$ cat config.mk
export PLATFORM = sky130hd
export DESIGN_NAME = pcxrle_queue
export DESIGN_NICKNAME = d
export VERILOG_FILES = /design/src/sv/pcx_row_rle_planar_decoder_top_macros.svh /design/src/sv/pcxrle_pkg.sv /design/src/sv/pcxrle_queue.sv
export SDC_FILE = /design/constraint.sdc
export NUM_CORES = 1
export LEC_CHECK = 0
export ABC_AREA = 1
export BUFFER_PORTS_ARGS = -buffer_cell sky130_fd_sc_hd__buf_2
export CAP_MARGIN = 20
export CORE_AREA = 2 2 110 112
export DETAILED_ROUTE_END_ITERATION = 7
export DIE_AREA = 0 0 112 114
export HOLD_SLACK_MARGIN = 0.08
export PLACE_DENSITY = 0.55
export SYNTH_ARGS = -nofsm -noshare
export SYNTH_HDL_FRONTEND = slang
export SYNTH_SLANG_ARGS = --single-unit
export TNS_END_PERCENT = 1
$ cat constraint.sdc
create_clock -name clk_i -period 8.5 [get_ports clk_i]
set_input_delay 1.275 -clock clk_i [delete_from_list [all_inputs] [get_ports clk_i]]
set_output_delay 1.275 -clock clk_i [all_outputs]
set_load 0.02 [all_outputs]
$ cat src/sv/pcx_row_rle_planar_decoder_top_macros.svh
// Assertion helpers used by the decoder back end.
`ifndef PCX_ROW_RLE_PLANAR_DECODER_TOP_MACROS_SVH
`define PCX_ROW_RLE_PLANAR_DECODER_TOP_MACROS_SVH

// Check a condition in the same cycle as its trigger.
`define PCXRLE_ASSERT_NOW(label, pre, post, msg) \
  label: assert property (@(posedge clk_i) disable iff (!rst_ni) (pre) |-> (post)) \
    else $error(msg);

// Check a condition in the cycle after its trigger.
`define PCXRLE_ASSERT_NEXT(label, pre, post, msg) \
  label: assert property (@(posedge clk_i) disable iff (!rst_ni) (pre) |=> (post)) \
    else $error(msg);

`endif

$ cat src/sv/pcxrle_pkg.sv
package pcxrle_pkg;

  localparam int unsigned ROW_BUFFER_BYTES_DEF = 32768;
  localparam int unsigned MAX_WIDTH_DEF        = 8192;
  localparam int unsigned PALETTE_ENTRIES      = 256;
  // plane offset plus byte offset: 15 * 65535 + 8191 fits in 21 bits
  localparam int unsigned RD_AW                = 21;

  localparam logic [7:0] RUN_MARK     = 8'hC0;
  localparam logic [7:0] RUN_CNT_MASK = 8'h3F;

  typedef enum logic [1:0] {
    OP_PAL  = 2'd0,
    OP_DATA = 2'd1,
    OP_READ = 2'd2,
    OP_NONE = 2'd3
  } op_e;

  typedef enum logic [1:0] {
    ST_PIXEL = 2'd0,
    ST_ROW   = 2'd1,
    ST_ERR   = 2'd2,
    ST_WAIT  = 2'd3
  } status_e;

  typedef enum logic [2:0] {
    CFG_BITS   = 3'd0,
    CFG_PLANES = 3'd1,
    CFG_BPL    = 3'd2,
    CFG_WIDTH  = 3'd3,
    CFG_HEIGHT = 3'd4
  } cfg_idx_e;

  typedef struct packed {
    logic [1:0]  op;
    logic [7:0]  data_byte;
    logic [7:0]  palette_index;
    logic [23:0] palette_rgb;
  } in_item_t;

  typedef struct packed {
    logic [1:0]  status;
    logic [7:0]  red;
    logic [7:0]  green;
    logic [7:0]  blue;
    logic [7:0]  alpha;
    logic        has_alpha;
    logic [12:0] pixel_x;
    logic [15:0] pixel_y;
    logic        last_in_row;
    logic        last_of_image;
  } out_item_t;

  // classified command handed from front to back
  typedef struct packed {
    op_e         kind;
    logic        run_mark;
    logic [7:0]  data_byte;
    logic [7:0]  palette_index;
    logic [23:0] palette_rgb;
  } cmd_t;

  // decoded configuration
  typedef struct packed {
    logic        ok;
    logic [1:0]  lg;
    logic [3:0]  b;
    logic [7:0]  bmask;
    logic [3:0]  planes;
    logic [15:0] bpl;
    logic [19:0] n;
    logic [13:0] width;
    logic [16:0] height;
    logic        pal_mode;
    logic        alpha;
  } cfg_t;

endpackage

$ cat src/sv/pcxrle_queue.sv
module pcxrle_queue (
  input  logic              clk_i,
  input  logic              rst_ni,
  input  logic              push_i,
  input  pcxrle_pkg::cmd_t  push_item_i,
  output logic              ready_o,
  input  logic              pop_i,
  output logic              valid_o,
  output pcxrle_pkg::cmd_t  item_o
);
  import pcxrle_pkg::*;

  cmd_t       mem_q [2];
  logic       wp_q, wp_d, rp_q, rp_d;
  logic [1:0] cnt_q, cnt_d;
  logic       do_push, do_pop;

  assign ready_o = (cnt_q != 2'd2);
  assign valid_o = (cnt_q != 2'd0);
  assign item_o  = mem_q[rp_q];
  assign do_push = push_i && ready_o;
  assign do_pop  = pop_i && valid_o;

  // advance pointers and fill count
  always_comb begin
    wp_d  = do_push ? ~wp_q : wp_q;
    rp_d  = do_pop ? ~rp_q : rp_q;
    cnt_d = cnt_q + {1'b0, do_push} - {1'b0, do_pop};
  end

  always_ff @(posedge clk_i or negedge rst_ni) begin
    if (!rst_ni) begin
      wp_q  <= 1'b0;
      rp_q  <= 1'b0;
      cnt_q <= 2'd0;
    end else begin
      wp_q  <= wp_d;
      rp_q  <= rp_d;
      cnt_q <= cnt_d;
    end
  end

  // hold entries
  always_ff @(posedge clk_i) begin
    if (do_push) begin
      mem_q[wp_q] <= push_item_i;
    end
  end
endmodule

Word-level counts from Yosys, hierarchy flattened
Memories as Yosys holds them, arrays and structs flattened.
Cells that the tools add are included.
- $add $sub $neg: 2
- equal/unequal tests: 1
- muxes and demuxes: 2
- bitwise operators: 2
- reduce and logical (&&, ||, !) cells: 3
- operators with widths (cell ; count):
    adder 2 x 1 -> 2 bit ; 1
    logical AND 1 bit ; 2
    two-way mux 1 bit ; 2
    inequality test 2 bit (second input constant) ; 1
    NOT 1 bit ; 2
    nonzero test 2 bit ; 1
    subtractor 2 x 1 -> 2 bit ; 1
- register bits after elaboration: 4
- bits in writable memories: 86
- bits of input ports: 47
- logic and storage cells: 14
- memories: 1
- memory list (memory ; words ; width ; read ports ; clocked after memory_dff ; write ports ; RTL line ; text):
    mem_q ; 2 ; 43 ; 1 ; 0 ; 1 ; pcxrle_queue.sv:13 ; cmd_t mem_q [2];

Depth between registers and ports, before layout
Gate-level depths: netlist of run 1.
- word-level depth: 4
- mapped depth: 10
- gate-level depth less buffers: 10

Worst setup path after synthesis of run 1
Ideal clock, no wire load.
- kind: in2reg
- start: input push_i
- end: memory mem_q[1][0] in the netlist's numbering, enable pin
- arrival: 3.177 ns
- data required time: 8.057 ns
- setup slack: 4.879 ns
- stages on the path: 2
- path buffers: 0
- cell sequence: nand2_1 -> nor2_1
- longest elaborated chain between the ends: 3
- ends and longest elaborated chain (item ; RTL line ; text):
    start, declared ; pcxrle_queue.sv:4 ; input logic push_i,
    logical AND 1 bit ; pcxrle_queue.sv:21 ; assign do_push = push_i && ready_o;
    two-way mux 1 bit ; pcxrle_queue.sv:45 ; if (do_push) begin
    two-way mux 1 bit (implied by the code) ; pcxrle_queue.sv:46 ; mem_q[wp_q] <= push_item_i;
    end, declared ; pcxrle_queue.sv:13 ;
No other way between the ends.

==> results of run 1 <==
[placed cells by master (no fill, tap or decap), types with 3 or more instances in the layout]
| cell type | count |
|---|---|
| clkbuf_16 | 9 |
| buf_2 | 91 |
| inv_1 | 7 |
| nand2_1 | 132 |
| dfrtp_1 | 3 |
| clkbuf_1 | 4 |
| nand3_1 | 3 |
| edfxtp_1 | 86 |
| nand2_2 | 10 |
[cell usage after synthesis]
library cell,instances
buf_12,1
nor2_1,1
ha_1,2
nand3_1,3
inv_8,1
dfrtp_1,4
buf_4,3
edfxtp_1,86
buf_6,5
inv_1,8
nand2_2,10
nand2_1,132
[report_power, final]
| group | switching, mW | internal (mW) | total (mW) |
|---|---|---|---|
| logic | 0.357 | 0.149 | 0.506 |
| clock network | 0.148 | 0.257 | 0.406 |
| registers | 0.0600 | 0.607 | 0.667 |
[worst max-delay path, delay by kind of cell, from the launching register on]
kind | cells | cell delay [ps]
simple gates | 2 | 210
flops | 1 | 940
buf+inv | 2 | 430
[flip-flops by register name, indices dropped and copies added, names as in the netlist]
signal  flops
cnt_q       2
mem_q      86
rp_q        1
wp_q        1
[layer usage]
metal  track usage, %  vias to the layer above  part of all wire, %
met5                0                        -                    0
met4             5.93                        0                  2.4
met3             3.61                       11                  6.8
met2             16.5                       64                   50
met1             10.7                      956                   41
li1                 -                     1044                    -
[final cells by class]
cell class | count | area (sq um) | area share [%]
Clock buffer | 13 | 240 | 5.60
Clock inverter | 3 | 65.1 | 1.52
Inverter | 9 | 41.3 | 0.963
Multi-Input combinational cell | 148 | 609 | 14.2
Sequential cell | 90 | 2680 | 62.6
Tap cell | 147 | 184 | 4.29
Timing Repair Buffer | 92 | 463 | 10.8
[kinds of logic (layout without fill, tap and decap cells)]
group,count (synthesis),count (layout),synth area share [%]
adder cells (fa/ha/maj),2,2,0.731
buffers and inverters,18,117,4.09
flip-flops,90,90,78.3
AND/OR/NAND/NOR,146,146,16.8
[metrics by stage]
stage,instances,setup WS (ps)
after floorplan,256,4880
after global placement,486,5550
after detailed placement,486,5520
after CTS,502,5140
after global routing,502,5030
final,502,5250
[worst paths after layout]
kind / start / to / slack, ps / cells after the start
setup reg to reg: wp_q / mem_q[0][24] / 6740 / 3
hold / removal: wp_q / wp_q / 480 / 2
max in group asynchronous: rst_ni / rp_q / 7620 / 1
setup / recovery: rp_q / item_o[1] / 5250 / 4
hold reg to reg: wp_q / wp_q / 480 / 2
min in group asynchronous: rst_ni / wp_q / 740 / 1
==> metrics.cfg, run 1 <==
[yosys]
syn_nets=305
synth_cell_type_count=12
synth.area.top_cells=edfxtp_1 75%, nand2_1 14%, dfrtp_1 2.9%, nand2_2 1.8%, buf_6 1.6%
ys_warn_count=0
yosysSeqAreaShare_pct=78.3
synth_top_area_share_pct=75.4
netlist_area_sq_um=3420
syn_inst=256
synth_largest_area_cell=edfxtp_1
avgSynthCellArea_sq_um=13.4
ys_seq_elements=90

[layout]
area_growth_pct=25.2
nFillCells=1162
drive_gt1_share_pct=33.2
final_net_count=399
finish.utilization_pct=36.6
diodes=0
stdcell_area_sq_um=4290

[floorplanning]
coreArea_sq_um=11700
num_rows=40
start_util_pct=29.2
die_x_um=112
die_h_um=114
ioPinCount=92
die_area_sq_um=12800

[sta]
timing.fmax_mhz=307
fin_hold_ws_ps=483
rsz0062_at_grt=false
finalHoldViolCount=0
period_share_pct=38.3
slew-limit-headroom_pct=34.6
tns_ps=0
tightest_slew_ps=980
slew_viol_final=0
fin_crit_ps=3250
setup_viol=0
finClkSkew_ps=6.03

[setup_path]
crit_fanout=45
crit_chain=inv_8 -> nand2_1 -> nand2_1 -> buf_2
cp.arrival_ps=1980
path_class=reg -> out
crit_path_end_kind=output port
cp_slowest_cell=dfrtp_2
crit_path_start_kind=flop
slowest_delay_ps=940
required_ps=7220
cpMostUsedCell=nand2_1

[global_routing]
track_usage_pct=9.84
grt_pass1_wl_mm=9.40
grt_pass1_vias=1968
grt.overflow.total=0
grt_max_degree=46
grt_antenna_before_repair=0

[drt]
wl_per_cell_um=12.2
dr.pass1.iters=6
routed_wirelength_mm=6.12
ant_nets=0
via_per_inst=4.13
via_count=2075
drc=0
drtIter0Drc=74

[pwr]
total_power_mw=1.58
ir_worst_vdd_mv=0.116
p_leak_nw=1.85
powerDensity_nw_per_um2=368

[placement]
gp_congestion=0.630
postPlaceCellArea_sq_um=3980
dpl.hpwl_mm=3.75
io_buffers=91

[clock_network]
cts_max_path_buffers=2
ctsResizeCount=0
cts_tree=done
root_buffer=clkbuf_16
postCtsSetupRepairBufs=0
clock-sinks=90
h-tree-depth=3
clk_pin_slew_ps=60
ctsHoldBuffers=0
cts_buffers=9
clkLatencyLatePin_ps=330

[run_status]
status=complete, no violations

[job]
cap_violations=0

[min_path]
hp-class=reg -> reg

Note: power is estimated with default switching activity, not from simulation.
==> run 2: changes to the inputs <==
- ABC_AREA: 1 -> 0
- CORE_AREA: 2 2 110 112 -> 2 2 111 113
- DIE_AREA: 0 0 112 114 -> 0 0 113 115
- PLACE_DENSITY: 0.55 -> 0.57
- clock period: 8.5 -> 2.6 ns (I/O delays scaled with it)
==> run 2 against run 1 <==
Against the previous run: the flow now finishes with violations (design-rule violations); sequential power rose to 3.1 times the previous value; sequential share of layout area fell by 2.5 points; global-route usage fell by 0.83 points; worst setup slack got worse by 4700 ps; clock skew barely moved; total power rose to 3.4 times the previous value; via count fell by 20%; critical path depth fell by 1; die area rose by 1.8%; wire length fell by 8.8%.
==> metrics.cfg, run 2 <==
[placement]
gp_congestion=0.634
dpl.hpwl_mm=3.89
io_buffers=91
pre_cts_ws_ps=833

[global_routing]
grt.overflow.total=0
grt_pass1_wl_mm=8.70
track_usage_pct=9.01
grt_max_degree=29
grt_pass1_vias=1716
grt_antenna_before_repair=0

[layout]
final_cell_mix=91 x buf_2, 86 x edfxtp_1, 39 x mux2_4, 9 x clkbuf_16, 4 x mux2_2
area_growth_pct=28.8
final_common_cell=buf_2
top_regs=mem_q (86), cnt_q (2)
final_net_count=302
diodes=0
largest_register_ffs=86
top_register=mem_q
drive_gt1_share_pct=61.2

[drt]
met2_wirelength_mm=2.70
routed_wirelength_mm=5.58
routed.top_layer=met4
dr_wl_met3_um=423
drtIter0Drc=42
dr.pass1.iters=6
via_per_inst=4.12
ant_nets=0
wl_per_cell_um=13.8
wl_met1_mm=2.38
drc=7
via_count=1668

[yosys]
synth_cell_type_count=15
netlist_area_sq_um=3470
synth_largest_area_cell=edfxtp_1
synthMostInstantiatedCell=edfxtp_1
avgSynthCellArea_sq_um=23.0
synth-async-reset-ratio_pct=4.44
synth_edf_count=86
synth.area.top_cells=edfxtp_1 74%, mux2_4 17%, dfrtp_1 2.9%, buf_6 1.6%, mux2_2 1.3%
synth_top_area_share_pct=74.5
yosysSeqAreaShare_pct=77.3
ys_top_cells_by_count=86 x edfxtp_1, 39 x mux2_4, 5 x buf_6
ys_seq_elements=90
syn_inst=151
syn_nets=200
synth_top_flop_cell=edfxtp_1
ys_warn_count=0

[pwr]
powerDensity_nw_per_um2=1210
total_power_mw=5.39
p_leak_nw=1.78
ir_worst_vdd_mv=0.497

[setup_path]
cp.arrival_ps=1690
path_class=reg -> out
crit_path_start_kind=flop
crit_path_end_kind=output port
crit_fanout=27
required_ps=2210

[clock_network]
root_buffer=clkbuf_16
cts_buffers=9
postCtsSetupRepairBufs=0
clkLatencyLatePin_ps=330
ctsResizeCount=0
clk_pin_slew_ps=60
clock-sinks=90
h-tree-depth=3
cts_tree=done
cts_max_path_buffers=2

[sta]
setup_ws_ps=516
finClkSkew_ps=6.24
slew-limit-headroom_pct=65.8
slew_viol_final=0
timing.fmax_mhz=480
setup_viol=0
fin_crit_ps=2080
finalHoldViolCount=0
fin_hold_ws_ps=246
period_share_pct=80.2
tns_ps=0
tightest_slew_ps=512
rsz0062_at_grt=false

[floorplanning]
die_h_um=115
coreArea_sq_um=11800
die_x_um=113
start_util_pct=29.4
die_area_sq_um=13000
ioPinCount=92
num_rows=40

[run_status]
status=finished with violations
violations=design-rule violations

[job]
cap_violations=0

[min_path]
hp-class=in -> reg

run 2: changes by cell type in the layout (fill, tap and decap cells not counted), moves of 2 or more:
cell,previous run,this run
buf_12,0,2
clkbuf_1,4,0
inv_1,7,1
mux2_2,0,4
mux2_4,0,39
nand2_1,132,1
nand2_2,10,0
nand3_1,3,0
xnor2_1,0,3
run 2: per-layer routing:
metal | global-route usage, % | up-vias
met5 | 0 | -
met2 | 13.6 | 55
met1 | 11.2 | 811
li1 | - | 795
met4 | 4.39 | 0
met3 | 3.90 | 7
run 2: where the power goes:
part / switching, mW / leakage (nW) / internal (mW)
sequential: 0.0860 / 0.844 / 1.99
combinational: 1.03 / 0.774 / 0.843
clock: 0.504 / 0.166 / 0.938
total: 1.63 / 1.78 / 3.77
run 2: what timing repair did:
item	CTS	global route
hold endpoints to repair	4	0
hold buffers	1	0
setup endpoints to repair	0	0
run 2: cells by family after synthesis:
logic type,Yosys count,synth area share [%]
xor gates and xnor gates,4,1.01
adders and majority gates,2,0.721
buffers and inverters,6,1.73
DFF,90,77.3
muxes,43,18.2
and+or+nand+nor,6,1.01
run 2: final cells by class:
class | instances | area [sq um]
clock inverter | 7 | 116
multi-input combinational | 55 | 734
timing repair buffer | 96 | 520
sequential | 90 | 2680
clock buffer | 9 | 225
fill | 1111 | 7340
tap | 147 | 184
inverter | 1 | 3.75
run 2: final timing paths:
kind / from / to / slack (ps) / depth (start not counted)
max: rp_q / item_o[2] / 520 / 3
min: push_item_i[28] / mem_q[0][28] / 250 / 1
max reg2reg: cnt_q[1] / cnt_q[1] / 910 / 7
min reg2reg: cnt_q[0] / cnt_q[0] / 520 / 1
max in group asynchronous: rst_ni / rp_q / 2080 / 2
min in group asynchronous: rst_ni / cnt_q[1] / 390 / 2
run 2: critical path: stages (launching register included):
cell,delay [ps]
dfrtp_2,350
buf_4,430
mux2_2,400
buf_2,160
run 2: through the flow:
step / instance area [sq um] / std cells / utilization, %
floorplan: 3470 / 151 / -
global placement: 4120 / 388 / 34.9
detailed placement: 4120 / 388 / 34.9
CTS: 4470 / 405 / 37.8
global route: 4470 / 405 / 37.8
finish: 4470 / 405 / 37.8
